$ cat src/hw/rtl/scc_pkg.sv
// Straddling checkerboard cipher: shared types, codes and constants.
// Used by every module of the block; depends on nothing.
`timescale 1ns / 1ps
`default_nettype none

package scc_pkg;

  localparam int TABLE_DEPTH  = 30;
  localparam int POS_W        = 5;
  localparam int SYM_W        = 8;
  localparam int DIGIT_W      = 4;
  localparam int CFG_IDX_W    = 1;
  localparam int ROW_WIDTH    = 10;
  localparam int ROW_ONE_BASE = 10;
  localparam int ROW_TWO_BASE = 20;

  localparam logic [SYM_W-1:0] ASCII_ZERO = 8'h30;
  localparam logic [SYM_W-1:0] ASCII_NINE = 8'h39;

  typedef enum logic [1:0] {
    OP_LOAD   = 2'd0,
    OP_ENCODE = 2'd1,
    OP_DECODE = 2'd2,
    OP_NONE   = 2'd3
  } scc_op_t;

  typedef enum logic [CFG_IDX_W-1:0] {
    CFG_PREFIX_ONE = 1'b0,
    CFG_PREFIX_TWO = 1'b1
  } scc_cfg_t;

  typedef enum logic [1:0] {
    ROW_TOP = 2'd0,
    ROW_ONE = 2'd1,
    ROW_TWO = 2'd2
  } scc_row_t;

  typedef enum logic [2:0] {
    KIND_NONE   = 3'd0,
    KIND_LOAD   = 3'd1,
    KIND_ENCODE = 3'd2,
    KIND_DECODE = 3'd3,
    KIND_ERROR  = 3'd4
  } scc_kind_t;

  typedef struct packed {
    logic [1:0]       operation;
    logic [POS_W-1:0] entry_index;
    logic [SYM_W-1:0] symbol;
  } scc_in_t;

  typedef struct packed {
    logic [SYM_W-1:0] out_symbol;
    logic             last;
    logic             error;
  } scc_out_t;

  // Record carried down the cell chain.
  typedef struct packed {
    logic             valid;
    scc_kind_t        kind;
    logic [SYM_W-1:0] symbol;
    logic [POS_W-1:0] pos;
    logic             found;
  } scc_item_t;

endpackage

`default_nettype wire

$ cat src/hw/rtl/scc_front.sv
// Chain head: classifies commands and tracks the pending decode row.
// Depends on scc_pkg.
`timescale 1ns / 1ps
`default_nettype none

module scc_front
  import scc_pkg::*;
(
  input  logic                 clk,
  input  logic                 rst,
  input  logic                 accept,
  input  logic                 cmd_valid,
  input  scc_in_t              cmd,
  input  logic [DIGIT_W-1:0]   prefix_one,
  input  logic [DIGIT_W-1:0]   prefix_two,
  output scc_item_t            item
);

  scc_row_t             pending_row;
  scc_row_t             pending_row_next;
  logic                 is_digit;
  logic [DIGIT_W-1:0]   digit;
  logic [POS_W-1:0]     row_base;
  logic [POS_W-1:0]     dec_pos;

  assign is_digit = (cmd.symbol >= ASCII_ZERO) && (cmd.symbol <= ASCII_NINE);
  assign digit    = DIGIT_W'(cmd.symbol - ASCII_ZERO);
  assign dec_pos  = row_base + POS_W'(digit);

  always_comb begin
    case (pending_row)
      ROW_ONE: row_base = POS_W'(ROW_ONE_BASE);
      ROW_TWO: row_base = POS_W'(ROW_TWO_BASE);
      default: row_base = '0;
    endcase
  end

  always_comb begin
    item.valid       = cmd_valid;
    item.kind        = KIND_NONE;
    item.symbol      = cmd.symbol;
    item.pos         = cmd.entry_index;
    item.found       = 1'b0;
    pending_row_next = pending_row;
    unique case (scc_op_t'(cmd.operation))
      OP_LOAD: begin
        if (cmd.entry_index < POS_W'(TABLE_DEPTH)) begin
          item.kind = KIND_LOAD;
        end
      end
      OP_ENCODE: begin
        item.kind = KIND_ENCODE;
      end
      OP_DECODE: begin
        if (!is_digit) begin
          item.kind        = KIND_ERROR;
          pending_row_next = ROW_TOP;
        end else if (pending_row == ROW_TOP && digit == prefix_one) begin
          pending_row_next = ROW_ONE;
        end else if (pending_row == ROW_TOP && digit == prefix_two) begin
          pending_row_next = ROW_TWO;
        end else begin
          pending_row_next = ROW_TOP;
          item.pos         = dec_pos;
          item.kind        = (dec_pos < POS_W'(TABLE_DEPTH)) ? KIND_DECODE : KIND_ERROR;
        end
      end
      default: begin
        item.kind = KIND_NONE;
      end
    endcase
  end

  always_ff @(posedge clk) begin
    if (rst) begin
      pending_row <= ROW_TOP;
    end else if (accept) begin
      pending_row <= pending_row_next;
    end
  end

endmodule

`default_nettype wire

$ cat src/hw/rtl/scc_cell.sv
// One table cell: holds one character and processes the record passing through.
// Depends on scc_pkg.
`timescale 1ns / 1ps
`default_nettype none

module scc_cell
  import scc_pkg::*;
(
  input  logic              clk,
  input  logic              rst,
  input  logic              adv,
  input  logic [POS_W-1:0]  cell_index,
  input  scc_item_t         up,
  output scc_item_t         down
);

  logic [SYM_W-1:0] entry;
  logic             written;
  logic             valid;
  logic             load_hit;
  scc_item_t        stage;
  scc_item_t        stage_next;

  assign load_hit = adv && up.valid && up.kind == KIND_LOAD && up.pos == cell_index;

  always_comb begin
    stage_next = up;
    if (up.kind == KIND_ENCODE && !up.found && written && entry == up.symbol) begin
      stage_next.found = 1'b1;
      stage_next.pos   = cell_index;
    end
    if (up.kind == KIND_DECODE && up.pos == cell_index) begin
      stage_next.symbol = entry;
    end
  end

  always_comb begin
    down       = stage;
    down.valid = valid;
  end

  always_ff @(posedge clk) begin
    if (rst) begin
      valid <= 1'b0;
    end else if (adv) begin
      valid <= up.valid;
    end
  end

  // only loaded entries take part in the encode search
  always_ff @(posedge clk) begin
    if (rst) begin
      written <= 1'b0;
    end else if (load_hit) begin
      written <= 1'b1;
    end
  end

  always_ff @(posedge clk) begin
    if (adv) begin
      stage <= stage_next;
    end
  end

  always_ff @(posedge clk) begin
    if (load_hit) begin
      entry <= up.symbol;
    end
  end

endmodule

`default_nettype wire

$ cat src/hw/rtl/scc_emit.sv
// Result stage: turns encode, decode and error records into one or two transfers.
// Depends on scc_pkg.
`timescale 1ns / 1ps
`default_nettype none

module scc_emit
  import scc_pkg::*;
(
  input  logic                clk,
  input  logic                rst,
  input  scc_item_t           tail,
  input  logic [DIGIT_W-1:0]  prefix_one,
  input  logic [DIGIT_W-1:0]  prefix_two,
  input  logic                res_stall,
  output logic                res_valid,
  output scc_out_t            res,
  output logic                free
);

  logic             sec_valid;
  logic [SYM_W-1:0] sec_symbol;
  logic             take;
  logic             two;
  logic             shift_second;
  logic             load_new;
  scc_out_t         first;
  logic [POS_W-1:0] col_wide;
  logic [SYM_W-1:0] col_symbol;

  assign take = tail.valid && (tail.kind == KIND_ENCODE || tail.kind == KIND_DECODE ||
                               tail.kind == KIND_ERROR);
  assign free         = !res_valid || (!res_stall && !sec_valid);
  assign shift_second = res_valid && !res_stall && sec_valid;
  assign load_new     = free && take;

  always_comb begin
    if (tail.pos < POS_W'(ROW_ONE_BASE)) begin
      col_wide = tail.pos;
    end else if (tail.pos < POS_W'(ROW_TWO_BASE)) begin
      col_wide = tail.pos - POS_W'(ROW_WIDTH);
    end else begin
      col_wide = tail.pos - POS_W'(ROW_TWO_BASE);
    end
    col_symbol = ASCII_ZERO + SYM_W'(col_wide);
  end

  always_comb begin
    first.out_symbol = '0;
    first.last       = 1'b1;
    first.error      = 1'b1;
    two              = 1'b0;
    case (tail.kind)
      KIND_DECODE: begin
        first.out_symbol = tail.symbol;
        first.error      = 1'b0;
      end
      KIND_ENCODE: begin
        if (tail.found) begin
          first.error = 1'b0;
          if (tail.pos < POS_W'(ROW_ONE_BASE)) begin
            first.out_symbol = col_symbol;
          end else begin
            first.last       = 1'b0;
            two              = 1'b1;
            first.out_symbol = (tail.pos < POS_W'(ROW_TWO_BASE))
                               ? ASCII_ZERO + SYM_W'(prefix_one)
                               : ASCII_ZERO + SYM_W'(prefix_two);
          end
        end
      end
      default: begin
        first.out_symbol = '0;
      end
    endcase
  end

  always_ff @(posedge clk) begin
    if (rst) begin
      res_valid <= 1'b0;
      sec_valid <= 1'b0;
    end else if (shift_second) begin
      sec_valid <= 1'b0;
    end else if (free) begin
      res_valid <= take;
      sec_valid <= load_new && two;
    end
  end

  always_ff @(posedge clk) begin
    if (shift_second) begin
      res.out_symbol <= sec_symbol;
      res.last       <= 1'b1;
      res.error      <= 1'b0;
    end else if (load_new) begin
      res        <= first;
      sec_symbol <= col_symbol;
    end
  end

endmodule

`default_nettype wire

$ cat src/hw/rtl/straddling_checkerboard_cipher_core.sv
// Straddling checkerboard cipher core: head, chain of table cells, result stage.
// Depends on scc_pkg, scc_front, scc_cell and scc_emit.
//
// channel  signals                                   transfer when
// cmd      cmd_valid, cmd_stall, cmd (scc_in_t)       cmd_valid && !cmd_stall
// res      res_valid, res_stall, res (scc_out_t)      res_valid && !res_stall
// cfg      cfg_valid, cfg_ready, cfg_index, cfg_data  cfg_valid && cfg_ready
//
// Each command passes through TABLE_DEPTH registered cells, then the registered result
// stage. One command enters per cycle while the chain advances; an encode that gives
// two digits holds the chain while its second digit waits to be sent.
// Reset clears the chain, the pending row and sets the prefixes to 0 and 1; the table
// holds nothing defined until loaded. A stalled result freezes the whole chain.
`timescale 1ns / 1ps
`default_nettype none

module straddling_checkerboard_cipher_core
  import scc_pkg::*;
(
  input  logic                  clk,
  input  logic                  rst,
  input  logic                  cmd_valid,
  output logic                  cmd_stall,
  input  scc_in_t               cmd,
  output logic                  res_valid,
  input  logic                  res_stall,
  output scc_out_t              res,
  input  logic                  cfg_valid,
  output logic                  cfg_ready,
  input  logic [CFG_IDX_W-1:0]  cfg_index,
  input  logic [DIGIT_W-1:0]    cfg_data
);

  logic [DIGIT_W-1:0] prefix_one;
  logic [DIGIT_W-1:0] prefix_two;
  logic               adv;
  scc_item_t          link [TABLE_DEPTH+1];

  assign cfg_ready = 1'b1;
  assign cmd_stall = !adv;

  always_ff @(posedge clk) begin
    if (rst) begin
      prefix_one <= DIGIT_W'(0);
      prefix_two <= DIGIT_W'(1);
    end else if (cfg_valid && cfg_ready) begin
      unique case (scc_cfg_t'(cfg_index))
        CFG_PREFIX_ONE: prefix_one <= cfg_data;
        CFG_PREFIX_TWO: prefix_two <= cfg_data;
      endcase
    end
  end

  scc_front u_front (
    .clk        (clk),
    .rst        (rst),
    .accept     (cmd_valid && adv),
    .cmd_valid  (cmd_valid),
    .cmd        (cmd),
    .prefix_one (prefix_one),
    .prefix_two (prefix_two),
    .item       (link[0])
  );

  for (genvar g = 0; g < TABLE_DEPTH; g++) begin : g_cell
    scc_cell u_cell (
      .clk        (clk),
      .rst        (rst),
      .adv        (adv),
      .cell_index (POS_W'(g)),
      .up         (link[g]),
      .down       (link[g+1])
    );
  end

  scc_emit u_emit (
    .clk        (clk),
    .rst        (rst),
    .tail       (link[TABLE_DEPTH]),
    .prefix_one (prefix_one),
    .prefix_two (prefix_two),
    .res_stall  (res_stall),
    .res_valid  (res_valid),
    .res        (res),
    .free       (adv)
  );

  a_second_digit_follows: assert property (@(posedge clk) disable iff (rst)
    (res_valid && !res_stall && !res.last) |=> res_valid)
    else $error("column digit missing after prefix digit");

  a_prefix_not_error: assert property (@(posedge clk) disable iff (rst)
    (res_valid && !res.last) |-> (!res.error && res.out_symbol >= ASCII_ZERO))
    else $error("non-final result flagged as error");

  a_chain_frozen: assert property (@(posedge clk) disable iff (rst)
    !adv |=> $stable(link[TABLE_DEPTH].valid))
    else $error("chain moved while result stage busy");

endmodule

`default_nettype wire
$ cat config.mk
export PLATFORM = sky130hd
export DESIGN_NAME = straddling_checkerboard_cipher_core
export DESIGN_NICKNAME = d
export VERILOG_FILES = /design/src/hw/rtl/scc_pkg.sv /design/src/hw/rtl/scc_front.sv /design/src/hw/rtl/scc_cell.sv /design/src/hw/rtl/scc_emit.sv /design/src/hw/rtl/straddling_checkerboard_cipher_core.sv
export SDC_FILE = /design/constraint.sdc
export NUM_CORES = 1
export LEC_CHECK = 0
export ABC_AREA = 1
export ABC_CLOCK_PERIOD_IN_PS = 17900
export BUFFER_PORTS_ARGS = -buffer_cell sky130_fd_sc_hd__buf_2
export CORE_UTILIZATION = 60
export CTS_CLUSTER_SIZE = 30
export DETAILED_ROUTE_END_ITERATION = 12
export MAX_ROUTING_LAYER = met4
export PLACE_DENSITY = 0.85
export SLEW_MARGIN = 10
export SYNTH_ARGS = -nofsm -noshare
export SYNTH_HDL_FRONTEND = slang
export SYNTH_SLANG_ARGS = --single-unit
$ cat constraint.sdc
create_clock -name clk -period 17.9 [get_ports clk]
set_clock_uncertainty 0.1 [all_clocks]
set_input_delay 2.685 -clock clk [delete_from_list [all_inputs] [get_ports clk]]
set_output_delay 2.685 -clock clk [all_outputs]
set_load 0.03 [all_outputs]
==> results of run 1 <==
==> cells by family (layout without fill, tap and decap cells) <==
logic type,after synthesis,count (layout),synth area share [%]
xor gates and xnor gates,114,114,2.83
buffers and inverters,461,629,4.95
adders and majority gates,6,6,0.234
DFF,838,838,69.1
muxes,85,85,2.71
and+or+nand+nor,1136,1136,15.0
AOI/OAI and AO/OA,329,329,5.14
other,1,2,0.0106
==> sequential cells by signal (all words and copies together), names as in the netlist <==
name                   flops
u_emit.sec_symbol          6
g_cell.u_cell.written     30
u_front.pending_row        2
u_emit.res                10
g_cell.u_cell.entry      240
u_emit.sec_valid           1
prefix_two                 4
prefix_one                 4
g_cell.u_cell.valid       30
g_cell.u_cell.down       510
u_emit.res_valid           1
==> power groups by stage <==
stage	Clock, mW	Sequential [mW]	Combinational [mW]
5_1_grt	1.81	2.28	0.155
2_1_floorplan	0	2.29	0.102
3_3_place_gp	0	2.31	0.128
6_report	1.71	2.27	0.139
3_5_place_dp	0	2.31	0.135
4_1_cts	1.74	2.27	0.138
==> synthesized netlist by cell type, types with 2 or more instances <==
cell type and number:
clkbuf_1 43, nor2_2 3, o21ai_2 2, o21ai_1 5
or2_2 85, o211ai_1 3, inv_2 5, a2111oi_0 4
a22o_1 3, buf_2 3, nor4b_1 4, nand2_2 8
dfxtp_1 74, o2111ai_1 7, ha_1 5, nand3_4 3
or3b_2 3, a21oi_1 78, nor4_1 65, and3_1 6
nand3_1 70, nor3b_1 10, o21ai_0 179, nor2_4 5
nor3_1 60, nand3b_1 9, o22ai_1 27, or3_1 6
xnor2_1 38, nand3_2 3, edfxtp_1 764, a211oi_1 12
o21bai_2 2, a221oi_1 4, xor2_1 76, nand4_1 81
buf_4 2, nand2_1 420, nor2_1 290, inv_1 407
mux2_2 85
==> layout make-up <==
cell class | instances | area (µm²) | share of cell area (%)
Antenna cell | 1 | 2.50 | 0.00639
Clock buffer | 119 | 2320 | 5.93
Clock inverter | 34 | 364 | 0.929
Inverter | 412 | 1550 | 3.95
Multi-Input combinational cell | 1671 | 9170 | 23.4
Sequential cell | 838 | 24400 | 62.3
Tap cell | 765 | 957 | 2.44
Timing Repair Buffer | 64 | 405 | 1.03
==> metrics by stage <==
stage               utilization (%)  power [mW]  setup WS [ps]  instances  hold slack (ps)
floorplan                         -        2.39           7270       2970              326
global route                   67.7        4.25          11150       3903              371
finish                         67.7        4.13          11230       3904              339
detailed placement             63.0        2.45          10880       3750              333
CTS                            67.6        4.15          11220       3903              343
global placement               63.0        2.44          11100       3750              335
==> routing by layer <==
layer	vias up	track usage, %	wire length [µm]
li1	10500	-	-
met3	170	3.72	3500
met2	752	43.1	37100
met1	10900	28.6	27800
met5	-	-	0
met4	0	8.71	2140
==> final timing paths <==
check | startpoint | end | cells after the start
setup / recovery | res_stall | cmd_stall | 5
hold reg to reg | g_cell[5].u_cell.down[16] | g_cell[6].u_cell.down[16] | 0
setup reg to reg | u_emit.sec_valid | g_cell[6].u_cell.entry[7] | 8
hold / removal | g_cell[5].u_cell.down[16] | g_cell[6].u_cell.down[16] | 0
==> results.md, run 1 <==
* Highest cell delay on the worst timing path at between 400 and 500 ps
* Proportion of power drawn by combinational gates at around 3.4%
* Vias at ~22000
* # IOs at 38
* Pre-Repair DR Iteration Count at 6
* Count of port buffers added during placement at 36
* Clk sink count at between 800 and 900
* Most used cells in the layout excluding fill and tap cells: edfxtp_1 (764), nand2_1 (420), inv_1 (407)
* Final estimated routing congestion in global placement at a little under 0.9
* Leak at between 15 and 20 nW
* Largest driver fanout on the critical path at 26
* Number of warnings printed during yosys synthesis at 0
* Category of the worst setup path launch point: input pin
* Fraction of power consumed by sequential logic at roughly 55%
* Crit path buf inv count at 4
* Max_slew headroom at around a fifth
* Die Span Y at ~240 µm
* Library cell contributing the largest single delay on the critical path: buf_4
* Total global-route track usage at between 20 and 25%
* Main synth FF type: edfxtp_1
* Relative contribution of the clock network to total power at about two fifths
* Net switching power at between 0.8 and 0.9 mW
* Critical path, cell by cell: buf_2 > o21ai_4 > inv_1 > buf_4 > buf_2
* Setup TNS at 0 ps
* Core area at about 58000 µm²
* Post-CTS Hold Buffers at 0
* Endpoints failing hold at 0
* Area Overhead vs Synth at 11.0%
* Count of cell types in the netlist at 52
* Row cnt at 88
* Number of CTS-inserted buffers at between 80 and 90
* Die Outline Area at 59800 µm²
* Proportion of synthesized chip area in sequential cells at between 60% and 70%
* Start-to-end type of the worst setup path: in -> out
* TritonCTS clock tree: done
* Most area-consuming cells after synthesis: edfxtp_1 (65%), nand2_1 (4.5%), inv_1 (4.3%), dfxtp_1 (4.2%), nor2_1 (3.1%)
* Fraction of final layout cells sized beyond drive strength 1 at 12.6%
* Number of nets still failing antenna checks after routing at 0
* Most frequent standard cell in the layout excluding fill and tap cells: edfxtp_1
* CTS max path bufs at 3
* FFs w/ async S/R, synth at 0%
* Cell family with the largest share of critical-path delay: buffers and inverters
* Final Max Tran Viols at 0
* Data required, critical path at between 15000 and 20000 ps
* Total setup buffers inserted after CTS at 0
* Post-CTS Resized at 0
* Worst hold path type: reg -> reg
* Number of global-route vias before repair at around 23000
* Endpoint kind of the worst setup timing path: output port
* Post-synthesis cell type with the largest combined area: edfxtp_1
* DIE WIDTH at between 200 and 250 µm
* DRC marker count from the first detailed-route iteration at 1960
* Slew @ Worst Pin at about 1200 ps
* Data arrival time of the critical path at between 3000 and 4000 ps
* Antenna violations before repair at 1
* Maximum vdd ir drop at 0.0956 mV
* Worst-Skew Late Latency at between 600 and 700 ps
* Reg clk slew, reported paths at ~60 ps
* Largest net degree at the start of global routing at 138
* Starting utilization of the core area at roughly three fifths
* Power Density at around 110 nW/µm²
* Area share of the largest cell type after synthesis at approximately 65%
* Count of flip-flops with a built-in enable after synthesis at 764
* Min Clock Period, post-route at 6670 ps
* Detail-routed net length per standard cell at around 18 µm
* Unrepaired setup endpoints after global routing: no
* # DRC at 0
* Final Setup Violations at 0
* Outcome: finished clean
* Number of fill cells at about 3700
* Clock root buffer: clkbuf_16
* Average via count per standard cell at about 5.7
* Number of maximum-capacitance constraint violations at 0
* Max frequency at 150 MHz
* Final-stage net count at 3100
* Syn avg cell area at 11.9 µm²
* CTS HTree Levels at 3
* Final period utilization at between 30% and 40%
* Cell internal pwr at ~3.3 mW
* Placed instance area at approximately 36000 µm²
* Share of total power consumed by net switching at a little over a fifth
* Synth Cell Area at 35300 µm²
* Total of flip-flops plus latches after synthesis at 838
* Synth Instances at between 2000 and 3000
* Syn Nets at 3001
* Fin area at 39200 µm²
* Reg-to-reg setup timing slack at 13200 ps
* Global route overflow at 0
* Final HPWL DP at about 47000 µm
* Most frequent CP cell: buf_2
* Detailed-route wire length at a little over 70000 µm
* Wire length of the first global-routing pass at ~110000 µm
Power figures use the tool's default switching activity.
==> inputs of run 2 (changes only) <==
- ABC_CLOCK_PERIOD_IN_PS: 17900 -> 6180
- clock period: 17.9 -> 6.18 ns (I/O delays scaled with it)
==> run 2 against run 1 <==
Via count is 0.64% higher. Highest routed layer unchanged. Count of clock-buffer cells in the layout is 6 higher. Largest power group unchanged. Sequential power grew to 2.9 times the previous value. Total power grew to 3.0 times the previous value. Critical path depth is 2 higher. Combinational power grew to 2.9 times the previous value.
==> results.md, run 2 (synthesis results as in run 1) <==
* Crit Reg-Reg Startpoint: u_emit.sec_valid
* Post-CTS Resized at 0 (unchanged)
* Pre-Repair DR Iteration Count at 7 (+1)
* Number of fill cells at 3776 (+0.88%)
* TritonCTS clock tree: done
* Largest net degree at the start of global routing at 183 (+33%)
* Most frequent standard cell in the layout excluding fill and tap cells: edfxtp_1
* Core Util, Final at 68.0% (+0.30 points)
* Die Outline Area at 59800 µm² (unchanged)
* Largest driver fanout on the critical path at 182 (+600%)
* Reg-to-reg setup timing slack at 2810 ps (-10390 ps)
* Area Overhead vs Synth at 11.4%
* Detailed-route wire length at 71200 µm (+0.97%)
* Global route overflow at 0 (unchanged)
* Final Max Tran Viols at 0 (unchanged)
* Count of port buffers added during placement at 36 (unchanged)
* PnR worst setup slack at 2780 ps (-8450 ps)
* Fin area at 39400 µm² (+0.44%)
* Maximum vdd ir drop at 0.269 mV (+180%)
* Reg-to-Reg End: g_cell[17].u_cell.entry[2]
* Setup TNS at 0 ps (unchanged)
* Endpoint kind of the worst setup timing path: flip-flop
* Number of CTS-inserted buffers at 83 (+1.2%)
* Worst setup endpoint: g_cell[17].u_cell.entry[2]
* Leak at 15.7 nW (+0.52%)
* Total placed cells including tap cells at 3751 (+0.027%)
* Number of global-route vias before repair at 22600 (-0.56%)
* Count of cells along the worst register-to-register path at 6 (-2)
* CTS HTree Levels at 3 (unchanged)
* Average via count per standard cell at 5.75 (+0.48%)
* Antenna violations before repair at 4 (+3)
* Final HPWL DP at 46600 µm (-0.94%)
* Worst-Skew Late Latency at 640 ps (+20 ps)
* CTS max path bufs at 3 (unchanged)
* Final-stage net count at 3102 (+0.065%)
* Worst hold path type: reg -> reg
* Max FFs per register at 510 (unchanged)
* Max_slew headroom at 17.3% (-4.0 points)
* Endpoints failing hold at 0 (unchanged)
* Final Setup Violations at 0 (unchanged)
* Pwr Total at 12.2 mW (+200%)
* Fraction of final layout cells sized beyond drive strength 1 at 12.9% (+0.30 points)
* Vias at 22500 (+0.64%)
* DRC marker count from the first detailed-route iteration at 2156 (+10%)
* Min Clock Period, post-route at ~3400 ps
* Unrepaired setup endpoints after global routing: no
* Clk sink count at 838 (unchanged)
* Worst slack at placement at 2350 ps (-8530 ps)
* Clock root buffer: clkbuf_16
* Post-CTS Hold Buffers at 0 (unchanged)
* Launch point of the worst path: res_stall
* # IOs at 38 (unchanged)
* Total global-route track usage at 24.8% (+0.28 points)
* Placed instance area at 36500 µm² (about the same)
* Final estimated routing congestion in global placement at 0.903 (+3.3%)
* Final period utilization at ~55%
* Most used cells in the layout excluding fill and tap cells: edfxtp_1 (764), nand2_1 (420), inv_1 (407)
* Category of the worst setup path launch point: input pin
* Row cnt at 88 (unchanged)
* Core area at 57900 µm² (unchanged)
* Number of maximum-capacitance constraint violations at 0 (unchanged)
* Power Density at 309 nW/µm² (+190%)
* # DRC at 0 (unchanged)
* Max frequency at just under 300 MHz
* Data required, critical path at 6420 ps (-8690 ps)
* Final Non-Filler Cells at 3910 (+0.15%)
* Detail-routed net length per standard cell at 18.2 µm (+0.82%)
* Final Hold Slack at 333 ps (-5.68 ps)
* Data arrival time of the critical path at 3640 ps (-240 ps)
* DIE WIDTH at 245 µm (unchanged)
* Outcome: finished clean
* Number of nets still failing antenna checks after routing at 0 (unchanged)
* Die Span Y at 245 µm (unchanged)
* Starting utilization of the core area at 61.0% (unchanged)
* Slew @ Worst Pin at 1230 ps (+59.7 ps)
* Start-to-end type of the worst setup path: in -> reg
* Wire length of the first global-routing pass at 115000 µm (+1.3%)
* Total setup buffers inserted after CTS at 0 (unchanged)
* Reg clk slew, reported paths at 60 ps (about the same)
## run 2: cell types whose count changed in the layout (fill, tap and decap cells not counted), moves of 2 or more
cell and delta:
clkbuf_8 +7, clkinv_1 -4, inv_6 -3, clkbuf_1 -2
diode_2 +2, inv_16 +2
## run 2: power breakdown
part           switching, mW  internal, mW
Clock                   2.14          3.05
Combinational          0.239         0.169
Sequential             0.180          6.40
Total                   2.55          9.62
## run 2: per-layer routing
metal / routed length, µm / part of all wire, % / vias to the layer above / GRT usage (%)
met5: 0 / 0 / - / -
met4: 1800 / 2.5 / 0 / 8.25
met3: 4930 / 6.9 / 175 / 3.89
met2: 36000 / 51 / 825 / 41.4
met1: 28400 / 40 / 10900 / 31.1
li1: - / - / 10500 / -
## run 2: worst min path at each step
stage / cells after the start / slack, ps / endpoint / start
floorplan: 0 / 330 / g_cell[11].u_cell.entry[3] / g_cell[10].u_cell.down[9]
global placement: 0 / 340 / g_cell[14].u_cell.down[16] / g_cell[13].u_cell.down[16]
detailed placement: 0 / 340 / g_cell[11].u_cell.entry[5] / g_cell[10].u_cell.down[11]
CTS: 0 / 330 / g_cell[11].u_cell.entry[5] / g_cell[10].u_cell.down[11]
global route: 0 / 360 / g_cell[27].u_cell.entry[7] / g_cell[26].u_cell.down[13]
finish: 0 / 330 / g_cell[11].u_cell.entry[5] / g_cell[10].u_cell.down[11]
## run 2: area by class of cell
type | instances | area (µm²) | share of cell area, %
Multi-Input combinational cell | 1671 | 9170 | 23.3
Clock inverter | 31 | 410 | 1.04
Antenna cell | 3 | 7.51 | 0.0191
Sequential cell | 838 | 24400 | 62.0
Clock buffer | 125 | 2440 | 6.19
Tap cell | 765 | 957 | 2.43
Timing Repair Buffer | 65 | 413 | 1.05
Inverter | 412 | 1550 | 3.93
## run 2: worst max-delay path, cell delays in order
cell	delay [ps]
buf_2	130
o21ai_4	200
buf_4	580
buf_12	740
nand2_1	190
nor4_1	500
buf_4	300
